<file path="src/hdl/perac_pkg.sv">
// Shared widths, event and action codes, register indexes and the
// controller/datapath command and status bundles. No dependencies.
package perac_pkg;

	localparam int TYPE_W  = 16;
	localparam int CODE_W  = 16;
	localparam int VAL_W   = 32;
	localparam int KIND_W  = 3;
	localparam int POS_W   = 13;
	localparam int SCR_W   = 14;
	localparam int BTN_W   = 3;
	localparam int Q_W     = SCR_W;            // quotient < screen - 1
	localparam int PROD_W  = VAL_W + SCR_W;
	localparam int CFG_IDX_W = 3;

	localparam int PENDING_DEPTH = 8;

	// evdev event types
	localparam logic [TYPE_W-1:0] EV_SYN = 16'd0;
	localparam logic [TYPE_W-1:0] EV_KEY = 16'd1;
	localparam logic [TYPE_W-1:0] EV_REL = 16'd2;
	localparam logic [TYPE_W-1:0] EV_ABS = 16'd3;

	// evdev codes
	localparam logic [CODE_W-1:0] CODE_ABS_X   = 16'h0000;
	localparam logic [CODE_W-1:0] CODE_ABS_Y   = 16'h0001;
	localparam logic [CODE_W-1:0] CODE_BTN_LEFT = 16'h0110;
	localparam logic [CODE_W-1:0] CODE_BTN_MIDDLE = 16'h0112;
	localparam logic [CODE_W-1:0] CODE_REL_WHEEL = 16'h0008;

	// action kinds
	localparam logic [KIND_W-1:0] KIND_MOVE  = 3'd0;
	localparam logic [KIND_W-1:0] KIND_BTN0  = 3'd1;
	localparam logic [KIND_W-1:0] KIND_WHEEL = 3'd7;

	localparam logic [POS_W-1:0] POS_MAX = '1;

	// configuration register indexes
	localparam logic [CFG_IDX_W-1:0] REG_ABS_MIN_X     = 3'd0;
	localparam logic [CFG_IDX_W-1:0] REG_ABS_MAX_X     = 3'd1;
	localparam logic [CFG_IDX_W-1:0] REG_ABS_MIN_Y     = 3'd2;
	localparam logic [CFG_IDX_W-1:0] REG_ABS_MAX_Y     = 3'd3;
	localparam logic [CFG_IDX_W-1:0] REG_SCREEN_WIDTH  = 3'd4;
	localparam logic [CFG_IDX_W-1:0] REG_SCREEN_HEIGHT = 3'd5;

	typedef struct packed {
		logic accept;       // input transfer this cycle
		logic sel_y;        // axis being scaled
		logic setup;        // latch scaling operands
		logic mul;          // register the product
		logic div_start;
		logic store;        // latch scaled position
		logic emit_move;
		logic emit_queue;
	} perac_cmd_t;

	typedef struct packed {
		logic syn_work;     // incoming event is SYN with something to report
		logic moved;
		logic q_empty;
		logic drain_last;
		logic div_busy;
		logic out_free;
	} perac_sts_t;

endpackage

</file>
<file path="src/hdl/perac_div.sv">
// Restoring divider, one quotient bit per cycle, for the position scaling.
// Depends on perac_pkg.
module perac_div (
	input  logic                         clk,
	input  logic                         arst_n,
	input  logic                         start,
	input  logic [perac_pkg::PROD_W-1:0] dividend,
	input  logic [perac_pkg::VAL_W-1:0]  divisor,
	output logic [perac_pkg::Q_W-1:0]    quotient,
	output logic                         busy
);
	import perac_pkg::*;

	localparam int CNT_W = $clog2(Q_W + 1);

	logic [VAL_W-1:0] rem_q;
	logic [Q_W-1:0]   num_q;
	logic [Q_W-1:0]   quo_q;
	logic [CNT_W-1:0] cnt_q;
	logic [VAL_W:0]   trial;
	logic [VAL_W:0]   diff;
	logic             ge;

	// quotient is known to fit Q_W bits, so the top bits seed the remainder
	assign trial = {rem_q, num_q[Q_W-1]};
	assign diff  = trial - {1'b0, divisor};
	assign ge    = trial >= {1'b0, divisor};

	always_ff @(posedge clk or negedge arst_n) begin
		if (!arst_n) begin
			cnt_q <= '0;
		end else if (start) begin
			cnt_q <= CNT_W'(Q_W);
		end else if (cnt_q != '0) begin
			cnt_q <= cnt_q - 1'b1;
		end
	end

	always_ff @(posedge clk) begin
		if (start) begin
			rem_q <= dividend[PROD_W-1:Q_W];
			num_q <= dividend[Q_W-1:0];
		end else if (cnt_q != '0) begin
			rem_q <= ge ? diff[VAL_W-1:0] : trial[VAL_W-1:0];
			num_q <= {num_q[Q_W-2:0], 1'b0};
			quo_q <= {quo_q[Q_W-2:0], ge};
		end
	end

	assign quotient = quo_q;
	assign busy     = cnt_q != '0;

endmodule

</file>
<file path="src/hdl/perac_dp.sv">
// Datapath: config registers, axis and button state, pending action queue,
// scaling pipeline around the divider, and the output register.
// Depends on perac_pkg and perac_div.
module perac_dp #(
	parameter int MAX_PENDING = perac_pkg::PENDING_DEPTH
) (
	input  logic                            clk,
	input  logic                            arst_n,
	input  perac_pkg::perac_cmd_t           cmd,
	output perac_pkg::perac_sts_t           sts,
	input  logic                            cfg_we,
	input  logic [perac_pkg::CFG_IDX_W-1:0] cfg_index,
	input  logic [perac_pkg::VAL_W-1:0]     cfg_data,
	input  logic [perac_pkg::TYPE_W-1:0]    event_type,
	input  logic [perac_pkg::CODE_W-1:0]    event_code,
	input  logic signed [perac_pkg::VAL_W-1:0] event_value,
	output logic                            out_valid,
	input  logic                            out_stall,
	output logic [perac_pkg::KIND_W-1:0]    action_kind,
	output logic [perac_pkg::POS_W-1:0]     pos_x,
	output logic [perac_pkg::POS_W-1:0]     pos_y,
	output logic signed [perac_pkg::VAL_W-1:0] wheel_amount,
	output logic [perac_pkg::BTN_W-1:0]     held_buttons,
	output logic                            last_of_report
);
	import perac_pkg::*;

	localparam int CNT_W = $clog2(MAX_PENDING + 1);
	localparam int IDX_W = (MAX_PENDING > 1) ? $clog2(MAX_PENDING) : 1;

	function automatic logic [POS_W-1:0] sat_pos(input logic [Q_W-1:0] v);
		sat_pos = (v > Q_W'(POS_MAX)) ? POS_MAX : v[POS_W-1:0];
	endfunction

	// configuration
	logic [VAL_W-1:0] min_x_q, max_x_q, min_y_q, max_y_q;
	logic [SCR_W-1:0] scr_w_q, scr_h_q;

	always_ff @(posedge clk or negedge arst_n) begin
		if (!arst_n) begin
			min_x_q <= '0;
			max_x_q <= VAL_W'(32767);
			min_y_q <= '0;
			max_y_q <= VAL_W'(32767);
			scr_w_q <= SCR_W'(1024);
			scr_h_q <= SCR_W'(768);
		end else if (cfg_we) begin
			case (cfg_index)
				REG_ABS_MIN_X:     min_x_q <= cfg_data;
				REG_ABS_MAX_X:     max_x_q <= cfg_data;
				REG_ABS_MIN_Y:     min_y_q <= cfg_data;
				REG_ABS_MAX_Y:     max_y_q <= cfg_data;
				REG_SCREEN_WIDTH:  scr_w_q <= cfg_data[SCR_W-1:0];
				REG_SCREEN_HEIGHT: scr_h_q <= cfg_data[SCR_W-1:0];
				default: ;
			endcase
		end
	end

	// event decode
	logic             is_abs_x, is_abs_y, is_btn, is_wheel, btn_down, q_push;
	logic [1:0]       btn_idx;
	logic [KIND_W-1:0] push_kind;
	logic [VAL_W-1:0] wheel_val;
	logic [BTN_W-1:0] btn_bit;

	logic [VAL_W-1:0] axis_x_q, axis_y_q;
	logic             moved_q;
	logic [BTN_W-1:0] mask_q;
	logic [CNT_W-1:0] count_q;
	logic [CNT_W-1:0] drain_q;

	always_comb begin
		is_abs_x  = event_type == EV_ABS && event_code == CODE_ABS_X;
		is_abs_y  = event_type == EV_ABS && event_code == CODE_ABS_Y;
		is_btn    = event_type == EV_KEY && event_code >= CODE_BTN_LEFT
		            && event_code <= CODE_BTN_MIDDLE;
		is_wheel  = event_type == EV_REL && event_code == CODE_REL_WHEEL;
		btn_idx   = event_code[1:0];
		btn_down  = event_value != '0;
		btn_bit   = BTN_W'(1) << btn_idx;
		// times 120 as 128 - 8, wraps at 32 bits
		wheel_val = (VAL_W'(event_value) << 7) - (VAL_W'(event_value) << 3);
		push_kind = is_wheel ? KIND_WHEEL
		            : KIND_BTN0 + {btn_idx, 1'b0} + {2'b00, !btn_down};
		q_push    = cmd.accept && (is_btn || is_wheel)
		            && count_q < CNT_W'(MAX_PENDING);
	end

	// pending queue storage
	logic [KIND_W-1:0] q_kind [MAX_PENDING];
	logic [VAL_W-1:0]  q_amt  [MAX_PENDING];

	always_ff @(posedge clk) begin
		if (q_push) begin
			q_kind[count_q[IDX_W-1:0]] <= push_kind;
			q_amt[count_q[IDX_W-1:0]]  <= is_wheel ? wheel_val : '0;
		end
	end

	always_ff @(posedge clk or negedge arst_n) begin
		if (!arst_n) begin
			axis_x_q <= '0;
			axis_y_q <= '0;
			moved_q  <= 1'b0;
			mask_q   <= '0;
			count_q  <= '0;
			drain_q  <= '0;
		end else begin
			if (cmd.accept && is_abs_x) begin
				axis_x_q <= VAL_W'(event_value);
				moved_q  <= 1'b1;
			end
			if (cmd.accept && is_abs_y) begin
				axis_y_q <= VAL_W'(event_value);
				moved_q  <= 1'b1;
			end
			if (cmd.accept && is_btn) begin
				mask_q <= btn_down ? (mask_q | btn_bit) : (mask_q & ~btn_bit);
			end
			if (q_push) begin
				count_q <= count_q + 1'b1;
			end
			if (cmd.emit_move) begin
				moved_q <= 1'b0;
			end
			if (cmd.accept && event_type == EV_SYN) begin
				drain_q <= '0;
			end
			if (cmd.emit_queue) begin
				drain_q <= drain_q + 1'b1;
				if (sts.drain_last) begin
					count_q <= '0;
				end
			end
		end
	end

	// scaling: setup -> multiply -> divide -> store
	logic [VAL_W-1:0]  diff_s1, den_s1;
	logic [SCR_W-1:0]  scm1_s1;
	logic              zero_s1, high_s1;
	logic [PROD_W-1:0] prod_s2;
	logic [Q_W-1:0]    quo;
	logic              div_busy;
	logic [POS_W-1:0]  scaled;
	logic [POS_W-1:0]  last_x_q, last_y_q;
	logic [VAL_W-1:0]  v_sel, lo_sel, hi_sel;
	logic [SCR_W-1:0]  scr_sel;

	always_comb begin
		v_sel   = cmd.sel_y ? axis_y_q : axis_x_q;
		lo_sel  = cmd.sel_y ? min_y_q  : min_x_q;
		hi_sel  = cmd.sel_y ? max_y_q  : max_x_q;
		scr_sel = cmd.sel_y ? scr_h_q  : scr_w_q;
	end

	always_ff @(posedge clk) begin
		if (cmd.setup) begin
			diff_s1 <= v_sel - lo_sel;
			den_s1  <= hi_sel - lo_sel;
			scm1_s1 <= scr_sel - 1'b1;
			zero_s1 <= (hi_sel <= lo_sel) || (scr_sel == '0) || (v_sel <= lo_sel);
			high_s1 <= v_sel >= hi_sel;
		end
		if (cmd.mul) begin
			prod_s2 <= PROD_W'(diff_s1) * PROD_W'(scm1_s1);
		end
	end

	perac_div u_div (
		.clk      (clk),
		.arst_n   (arst_n),
		.start    (cmd.div_start),
		.dividend (prod_s2),
		.divisor  (den_s1),
		.quotient (quo),
		.busy     (div_busy)
	);

	always_comb begin
		if (zero_s1) begin
			scaled = '0;
		end else if (high_s1) begin
			scaled = sat_pos(scm1_s1);
		end else begin
			scaled = sat_pos(quo);
		end
	end

	always_ff @(posedge clk or negedge arst_n) begin
		if (!arst_n) begin
			last_x_q <= '0;
			last_y_q <= '0;
		end else if (cmd.store) begin
			if (cmd.sel_y) begin
				last_y_q <= scaled;
			end else begin
				last_x_q <= scaled;
			end
		end
	end

	// output register
	logic [KIND_W-1:0] rd_kind;
	logic [VAL_W-1:0]  rd_amt;
	logic              out_valid_q;
	logic [KIND_W-1:0] kind_q;
	logic [POS_W-1:0]  px_q, py_q;
	logic [VAL_W-1:0]  amt_q;
	logic [BTN_W-1:0]  held_q;
	logic              last_q;

	assign rd_kind = q_kind[drain_q[IDX_W-1:0]];
	assign rd_amt  = q_amt[drain_q[IDX_W-1:0]];

	always_ff @(posedge clk or negedge arst_n) begin
		if (!arst_n) begin
			out_valid_q <= 1'b0;
		end else if (cmd.emit_move || cmd.emit_queue) begin
			out_valid_q <= 1'b1;
		end else if (!out_stall) begin
			out_valid_q <= 1'b0;
		end
	end

	always_ff @(posedge clk) begin
		if (cmd.emit_move) begin
			kind_q <= KIND_MOVE;
			px_q   <= last_x_q;
			py_q   <= last_y_q;
			amt_q  <= '0;
			held_q <= mask_q;
			last_q <= count_q == '0;
		end else if (cmd.emit_queue) begin
			kind_q <= rd_kind;
			px_q   <= '0;
			py_q   <= '0;
			amt_q  <= (rd_kind == KIND_WHEEL) ? rd_amt : '0;
			held_q <= mask_q;
			last_q <= sts.drain_last;
		end
	end

	assign out_valid      = out_valid_q;
	assign action_kind    = kind_q;
	assign pos_x          = px_q;
	assign pos_y          = py_q;
	assign wheel_amount   = amt_q;
	assign held_buttons   = held_q;
	assign last_of_report = last_q;

	always_comb begin
		sts.syn_work   = event_type == EV_SYN && (moved_q || count_q != '0);
		sts.moved      = moved_q;
		sts.q_empty    = count_q == '0;
		sts.drain_last = drain_q == count_q - 1'b1;
		sts.div_busy   = div_busy;
		sts.out_free   = !out_valid_q || !out_stall;
	end

endmodule

</file>
<file path="src/hdl/perac_ctrl.sv">
// Report sequencer: when an axis moved, scales X then Y and emits the move
// item; then drains the pending queue if it holds actions. Depends on perac_pkg.
module perac_ctrl (
	input  logic                  clk,
	input  logic                  arst_n,
	input  logic                  in_valid,
	output logic                  in_stall,
	input  perac_pkg::perac_sts_t sts,
	output perac_pkg::perac_cmd_t cmd
);
	import perac_pkg::*;

	typedef enum logic [2:0] {
		S_IDLE,
		S_SETUP,
		S_MUL,
		S_DIVST,
		S_DIV,
		S_STORE,
		S_MOVE,
		S_DRAIN
	} state_t;

	state_t state_q;
	logic   sel_y_q;
	logic   accept;

	assign in_stall = state_q != S_IDLE;
	assign accept   = in_valid && state_q == S_IDLE;

	always_ff @(posedge clk or negedge arst_n) begin
		if (!arst_n) begin
			state_q <= S_IDLE;
			sel_y_q <= 1'b0;
		end else begin
			case (state_q)
				S_IDLE: begin
					if (accept && sts.syn_work) begin
						sel_y_q <= 1'b0;
						state_q <= sts.moved ? S_SETUP : S_DRAIN;
					end
				end
				S_SETUP: state_q <= S_MUL;
				S_MUL:   state_q <= S_DIVST;
				S_DIVST: state_q <= S_DIV;
				S_DIV: begin
					if (!sts.div_busy) begin
						state_q <= S_STORE;
					end
				end
				S_STORE: begin
					if (sel_y_q) begin
						state_q <= S_MOVE;
					end else begin
						sel_y_q <= 1'b1;
						state_q <= S_SETUP;
					end
				end
				S_MOVE: begin
					if (sts.out_free) begin
						state_q <= sts.q_empty ? S_IDLE : S_DRAIN;
					end
				end
				S_DRAIN: begin
					if (sts.out_free && sts.drain_last) begin
						state_q <= S_IDLE;
					end
				end
				default: state_q <= S_IDLE;
			endcase
		end
	end

	always_comb begin
		cmd            = '0;
		cmd.accept     = accept;
		cmd.sel_y      = sel_y_q;
		cmd.setup      = state_q == S_SETUP;
		cmd.mul        = state_q == S_MUL;
		cmd.div_start  = state_q == S_DIVST;
		cmd.store      = state_q == S_STORE;
		cmd.emit_move  = state_q == S_MOVE && sts.out_free;
		cmd.emit_queue = state_q == S_DRAIN && sts.out_free;
	end

endmodule

</file>
<file path="src/hdl/pointer_event_report_assembler_core.sv">
// Top level of the pointer event report assembler: controller plus datapath.
// Depends on perac_pkg, perac_ctrl and perac_dp (which holds perac_div).
//
// Consumes evdev events from an absolute tablet and builds pointer reports.
// ABS X/Y, button (left/right/middle) and wheel events are taken with no
// stall: the axes and held-button mask update at once, and button or wheel
// actions go into a queue of MAX_PENDING entries; when it is full the action
// is dropped but the mask still follows the button. A SYN with nothing to
// report is a no-op. A SYN with work produces a report: one move item
// (only if an axis event arrived since the last report) and then the queued
// actions in arrival order, with last_of_report set on the final item.
// Scaling: the move position is scaled per axis with a setup step, a
// 32x14 multiply, a divider start step, a restoring division, a wait
// for the divider to finish, and a store, X then Y on one shared
// divider. Each item is then loaded into the output register when the
// output side is not stalling, the move item first and then the queued
// actions; output stalls hold this sequence. A report without motion
// skips the scaling and goes straight to the queued actions.
// in_stall stays high from the SYN transfer until the final item has been
// loaded into the output register; the last item can still be waiting there
// while the next event is taken. Position rules: a degenerate range
// (max <= min) or a zero screen size gives 0, an axis at or below min
// gives 0, at or above max gives screen - 1, and anything above 8191
// saturates. Wheel items carry detents times 120, wrapping at 32 bits.
// Config registers (index 0..5: abs_min_x, abs_max_x, abs_min_y, abs_max_y,
// screen_width, screen_height) take effect on write; indexes 6 and 7 are
// ignored. Write them only while the block is idle.
module pointer_event_report_assembler_core #(
	parameter int MAX_PENDING = perac_pkg::PENDING_DEPTH
) (
	input  logic                               clk,
	input  logic                               arst_n,
	// configuration write port
	input  logic                               cfg_we,
	input  logic [perac_pkg::CFG_IDX_W-1:0]    cfg_index,
	input  logic [perac_pkg::VAL_W-1:0]        cfg_data,
	// event input channel
	input  logic                               in_valid,
	output logic                               in_stall,
	input  logic [perac_pkg::TYPE_W-1:0]       event_type,
	input  logic [perac_pkg::CODE_W-1:0]       event_code,
	input  logic signed [perac_pkg::VAL_W-1:0] event_value,
	// report output channel
	output logic                               out_valid,
	input  logic                               out_stall,
	output logic [perac_pkg::KIND_W-1:0]       action_kind,
	output logic [perac_pkg::POS_W-1:0]        pos_x,
	output logic [perac_pkg::POS_W-1:0]        pos_y,
	output logic signed [perac_pkg::VAL_W-1:0] wheel_amount,
	output logic [perac_pkg::BTN_W-1:0]        held_buttons,
	output logic                               last_of_report
);
	import perac_pkg::*;

	perac_cmd_t cmd;   // controller -> datapath
	perac_sts_t sts;   // datapath -> controller

	// sequencer: owns in_stall and the per-report step order
	perac_ctrl u_ctrl (
		.clk      (clk),
		.arst_n   (arst_n),
		.in_valid (in_valid),
		.in_stall (in_stall),
		.sts      (sts),
		.cmd      (cmd)
	);

	// all storage, scaling arithmetic and the output register
	perac_dp #(
		.MAX_PENDING (MAX_PENDING)
	) u_dp (
		.clk            (clk),
		.arst_n         (arst_n),
		.cmd            (cmd),
		.sts            (sts),
		.cfg_we         (cfg_we),
		.cfg_index      (cfg_index),
		.cfg_data       (cfg_data),
		.event_type     (event_type),
		.event_code     (event_code),
		.event_value    (event_value),
		.out_valid      (out_valid),
		.out_stall      (out_stall),
		.action_kind    (action_kind),
		.pos_x          (pos_x),
		.pos_y          (pos_y),
		.wheel_amount   (wheel_amount),
		.held_buttons   (held_buttons),
		.last_of_report (last_of_report)
	);

endmodule
</file>
<file path="config.mk">
export PLATFORM = sky130hd
export DESIGN_NAME = pointer_event_report_assembler_core
export DESIGN_NICKNAME = d
export VERILOG_FILES = /design/src/hdl/perac_pkg.sv /design/src/hdl/perac_div.sv /design/src/hdl/perac_dp.sv /design/src/hdl/perac_ctrl.sv /design/src/hdl/pointer_event_report_assembler_core.sv
export SDC_FILE = /design/constraint.sdc
export NUM_CORES = 2
export LEC_CHECK = 0
export ABC_CLOCK_PERIOD_IN_PS = 6500
export BUFFER_PORTS_ARGS = -buffer_cell sky130_fd_sc_hd__buf_4
export CORE_UTILIZATION = 58
export DETAILED_ROUTE_END_ITERATION = 12
export HOLD_SLACK_MARGIN = 0.03
export PLACE_DENSITY = 0.78
export SLEW_MARGIN = 20
export SYNTH_ARGS = -nofsm -noshare
export SYNTH_HDL_FRONTEND = slang
export SYNTH_HIERARCHICAL = 1
export SYNTH_SLANG_ARGS = --single-unit
</file>
<file path="constraint.sdc">
create_clock -name clk -period 6.5 [get_ports clk]
set_input_delay 0.325 -clock clk [delete_from_list [all_inputs] [get_ports clk]]
set_output_delay 0.325 -clock clk [all_outputs]
set_load 0.1 [all_outputs]
</file>
* Yosys cells after proc, flatten, opt, wreduce, memory -nomap -nowiden *
Memory sizes are Yosys's and may differ from the RTL's.
Index checks and enable logic that the tools add are counted.

word-level totals
  bits of input ports = 104
  register bits = 518
  memories kept = 2
  RAM bits = 280

cells by class
  reduce and logical (&&, ||, !) cells = 52
  $lt $le $gt $ge = 9
  multipliers = 1
  add/sub/neg operators = 11
  mux-type cells = 48
  bitwise operators = 5
  shift-type cells = 1
  equality and inequality tests = 24

memories
  name         depth  width  rd ports  clocked after memory_dff  write ports  line            text
  u_dp.q_amt   8      32     1         0                         1            perac_dp.sv:92  logic [VAL_W-1:0] q_amt [MAX_PENDING];
  u_dp.q_kind  8      3      1         0                         1            perac_dp.sv:91  logic [KIND_W-1:0] q_kind [MAX_PENDING];

operators with widths
  cell                   count
  $mux 32                8
  $sub 32x32->32         4
  $mux 13                7
  $le 32x32->1           2
  $mul 32x14->46         1
  $mux 14                3
  $ge 33x32->1           1
  $mux 3                 11
  $eq 16x1->1 const B    2
  $eq 16x2->1 const B    2
  $ge 32x32->1           1
  $logic_not 16->1       2
  $reduce_bool 32->1     1
  $gt 14x13->1 const B   2
  $mux 4                 7
  $pmux 3 s8             1
  $eq 3x3->1 const B     7
  $reduce_and 2->1       10
  $logic_and 1x1->1      17
  $eq 16x4->1 const B    1
  $ge 16x9->1 const B    1
  $le 16x9->1 const B    1
  $logic_not 14->1       1
  $sub 14x1->14 const B  1
  other kinds (25)       57

* Longest topological paths before layout *
  word-level depth = 9
  gate-level depth with buffers = 25
  gate-level depth less buffers = 23

* Modules after synthesis *
The synthesis kept the hierarchy.

by module, submodules not included
  module      cells an instance  area an instance (um^2)  instances  seq. area each (um^2)
  perac_dp    4086               47125.2                  1          19535.0
  perac_div   527                4833.4                   1          1901.8
  perac_ctrl  47                 396.6                    1          100.1

* Worst setup path after synthesis *
OpenSTA, ideal clock, no wires.

  path type = reg-to-reg
  from = register u_ctrl.state_q[0]
  to = register u_dp.den_s1[0], enable pin
  data required time = 5883 ps
  arrival = 6014 ps
  buffers on the path = 1
  stages on the path, launching flop included = 4
  slack = -132 ps
  path through = dfrtp_1 > buf_4 > inv_1 > nor3_1

RTL lines
  item                    line              text
  start, declared         perac_ctrl.sv:24  state_t state_q;
  start signal, assigned  perac_ctrl.sv:40  state_q <= sts.moved ? S_SETUP : S_DRAIN;
  start signal, assigned  perac_ctrl.sv:61  state_q <= sts.q_empty ? S_IDLE : S_DRAIN;
  end signal, assigned    perac_dp.sv:161   den_s1 <= hi_sel - lo_sel;
  end, declared           perac_dp.sv:140   logic [VAL_W-1:0] diff_s1, den_s1;

* Worst setup path in the final report *
  from = register u_dp.scm1_s1[2]
  to = register u_dp.prod_s2[43] (data pin)

between the ends
  cells in the longest elaborated chain, start to end = 1

RTL lines
  item                    line             text
  start, declared         perac_dp.sv:141  logic [SCR_W-1:0] scm1_s1;
  start signal, assigned  perac_dp.sv:162  scm1_s1 <= scr_sel - 1'b1;
  $mul 32x14->46          perac_dp.sv:167  prod_s2 <= PROD_W'(diff_s1) * PROD_W'(scm1_s1);
  end signal, assigned    perac_dp.sv:167
  end, declared           perac_dp.sv:143  logic [PROD_W-1:0] prod_s2;

Every way passes these cells.
A chain may end at the register's enable or synchronous reset.

==> impl_metrics.tcl <==
set metrics [dict create \
    hold_path_class "in2reg" \
    instances_no_fill 6109 \
    routed_wl_mm 131 \
    slew_viol_final 0 \
    async_flop_share 0.346 \
    cts_buffer_depth 3 \
    boundaryPins 171 \
    crit_required_ps 6880 \
    final_common_cell "inv_1" \
    wl_per_cell_um 21.5 \
    setup_tns_ps 0 \
    portBuffers 167 \
    hold_path_depth 3 \
    worstSetupStartpointType "register" \
    holdPathEnd "u_dp/axis_y_q[15]$_DFFE_PN0P_" \
    drv_cap 0 \
    reg2reg_slack_ps 90 \
    grt_usage 0.291 \
    seq_area_frac_synth 0.411 \
    layout_common_cells "533 x inv_1, 472 x edfxtp_1, 455 x nand2_1" \
    synth-edff-count 472 \
    crit_type "reg2reg" \
    min_period_over_period 0.987 \
    htree_levels 3 \
    area_growth_syn_to_layout_pct 12.5 \
    vias 36000 \
    r2r-end "u_dp/prod_s2[43]$_DFFE_PP_" \
    rr_worst_depth 23 \
    cts_tree "built" \
    drt_iter0_markers 2944 \
    core-area_um2 88900 \
    cp_max_fo 6 \
    synth_ff_type "edfxtp_1" \
    numCtsBuffers 80 \
    holdCritStartpoint "event_value[15]" \
    cts_root_buf "clkbuf_16" \
    layout-drive-gt1-share 0.168 \
    hold_violations 0 \
    setup_viol 0 \
    grt_antenna_before_repair 3 \
    period_needed_ps 6410 \
    placedInstanceArea_um2 55200 \
    final_antenna_net_count 0 \
    r2r_start "u_dp/scm1_s1[2]$_DFFE_PP_" \
    netlist_area_um2 52400 \
    cts.clk_slew.worst_paths_ps 60 \
    max_slew_margin 0.285 \
    dr.pass1.iters 6 \
    die_area_um2 91500 \
    regArea_um2 21500 \
    nets 5611 \
    synth.distinct_cells 103 \
    cp-end-kind "register" \
    cts_sinks 771 \
    post-place-ws_ps 17.5 \
    place_congestion 0.944 \
    clk_latency_ps 690 \
    clock-skew-final_ps 67.6 \
    multi_input_area_um2 28200 \
    worstPathArrival_ps 6790 \
    outcome "completed" \
    drc 0 \
    vias_per_cell 5.89 \
    grt_pass1_wl_mm 206 \
    chipHeight_um 302 \
    die_w_um 302 \
    stdcell_area_um2 58900 \
    globalRoute.totalOverflow 0 \
    start_util 0.589 \
    fin_ws_ps 87.2 \
    avgSynthCellArea_um2 11.2 \
    dpl.cell_count 5883 \
    grt_max_degree 164 \
    netlist_instances 4660 \
    rsz0062_at_grt "yes" \
    rows 109 \
    fillers 6548 \
    synth.ff_latch_count 771 \
    worst_pin_slew_ps 1070 \
    grt_pass1_vias 36600 \
    yosys_warnings 6 \
    dp_hpwl_mm 96.4 \
    fmax_mhz 156 \
]
[area by class of cell]
type | instances | share of cell area
Antenna cell | 2 | 0.0000849
Clock buffer | 100 | 0.0359
Clock inverter | 48 | 0.0111
Inverter | 536 | 0.0341
Multi-Input combinational cell | 3148 | 0.478
Sequential cell | 771 | 0.366
Tap cell | 1165 | 0.0247
Timing Repair Buffer | 339 | 0.0499
[how the worst max path moves through the flow]
stage / from / end / slack (ps) / depth (start not counted)
global placement: u_dp/scm1_s1[11]$_DFFE_PP_ / u_dp/prod_s2[44]$_DFFE_PP_ / 140 / 23
finish: u_dp/scm1_s1[2]$_DFFE_PP_ / u_dp/prod_s2[43]$_DFFE_PP_ / 90 / 23
CTS: u_dp/scm1_s1[2]$_DFFE_PP_ / u_dp/prod_s2[40]$_DFFE_PP_ / 20 / 22
global route: u_dp/scm1_s1[2]$_DFFE_PP_ / u_dp/prod_s2[43]$_DFFE_PP_ / -110 / 22
floorplan: u_dp/scm1_s1[13]$_DFFE_PP_ / u_dp/prod_s2[40]$_DFFE_PP_ / 360 / 23
detailed placement: u_dp/scm1_s1[11]$_DFFE_PP_ / u_dp/prod_s2[44]$_DFFE_PP_ / 20 / 23
[repair_timing]
action                     in CTS  in global routing
hold endpoints to repair      279                  0
resized for setup               0                 34
pin swaps                       0                  4
hold buffers                   63                  0
setup buffers                   4                  9
setup endpoints to repair       2                 19
cloned                          0                  0
[Yosys cell counts, types with 16 or more instances]
cell type    n  area (um2)
nor4_1      17         106
nand2b_1    28         175
o21bai_1    32         240
o21ai_0    183         916
xor2_1      60         526
a211oi_1    30         225
edfxtp_1   472       14200
mux2i_1    121        1210
nand2_1    456        1710
mux4_2      64        1440
buf_4       16         120
nor2b_1     29         181
and3_1      16         100
dfstp_2     33         867
dfxtp_1     32         641
a21o_1      97         728
fa_1       360        7210
inv_1      535        2010
nor3_1      69         345
ha_1       271        3390
nor2_1     192         721
o21a_1      18         135
mux2_2     243        2740
xnor2_1     99         867
o31ai_1     17         128
nand4_1     27         169
dfrtp_1    234        5860
buf_1       16        60.1
buf_2       17        85.1
and2_1     244        1530
nand3_1     44         220
a21oi_1    213        1070
clkbuf_1   155         582
[through the flow]
stage	util	hold slack, ps
global placement	0.621	417
global route	0.663	46.8
finish	0.663	54.7
detailed placement	0.621	421
floorplan	-	29.4
CTS	0.660	31.4
[registers in the layout, indices dropped and copies added (netlist names), 24 cells and up, named ones only]
register / count
u_dp/q_amt: 232
u_dp/prod_s2: 46
u_dp/axis_x_q: 32
u_dp/axis_y_q: 32
u_dp/den_s1: 32
u_dp/diff_s1: 32
u_dp/max_x_q: 32
u_dp/max_y_q: 32
u_dp/min_x_q: 32
u_dp/min_y_q: 32
u_dp/u_div/rem_q: 32
u_dp/wheel_amount: 29
u_dp/q_kind: 24
[logic make-up after synthesis]
family          synth area share
simple gates               0.112
flops                      0.411
buf+inv                   0.0551
compound gates            0.0893
fa+ha+maj                  0.202
mux                        0.103
xor+xnor                  0.0266
other cells            0.0000716
[critical path: stages (launching register included)]
cell       delay, ps
edfxtp_1         490
and2_4           220
fa_1             530
inv_1             60
fa_1             500
inv_1             60
fa_1             490
inv_1             50
fa_1             540
inv_1             60
fa_1             480
inv_1             50
fa_1             490
inv_1             50
ha_1             330
buf_4            170
o2111ai_1        150
a31oi_2          180
o41ai_2          310
buf_4            180
a41oi_2          150
a21oi_2          270
o2111ai_1        180
xor2_1           160
[layer usage]
metal,track usage,share of wire
met5,0,0
met4,0.0840,0.026
met3,0.0354,0.058
met2,0.494,0.50
met1,0.396,0.42
Power is left out: the tool's default activity adds up to more than one toggle a clock period on the data nets, which glitch-free logic cannot reach.
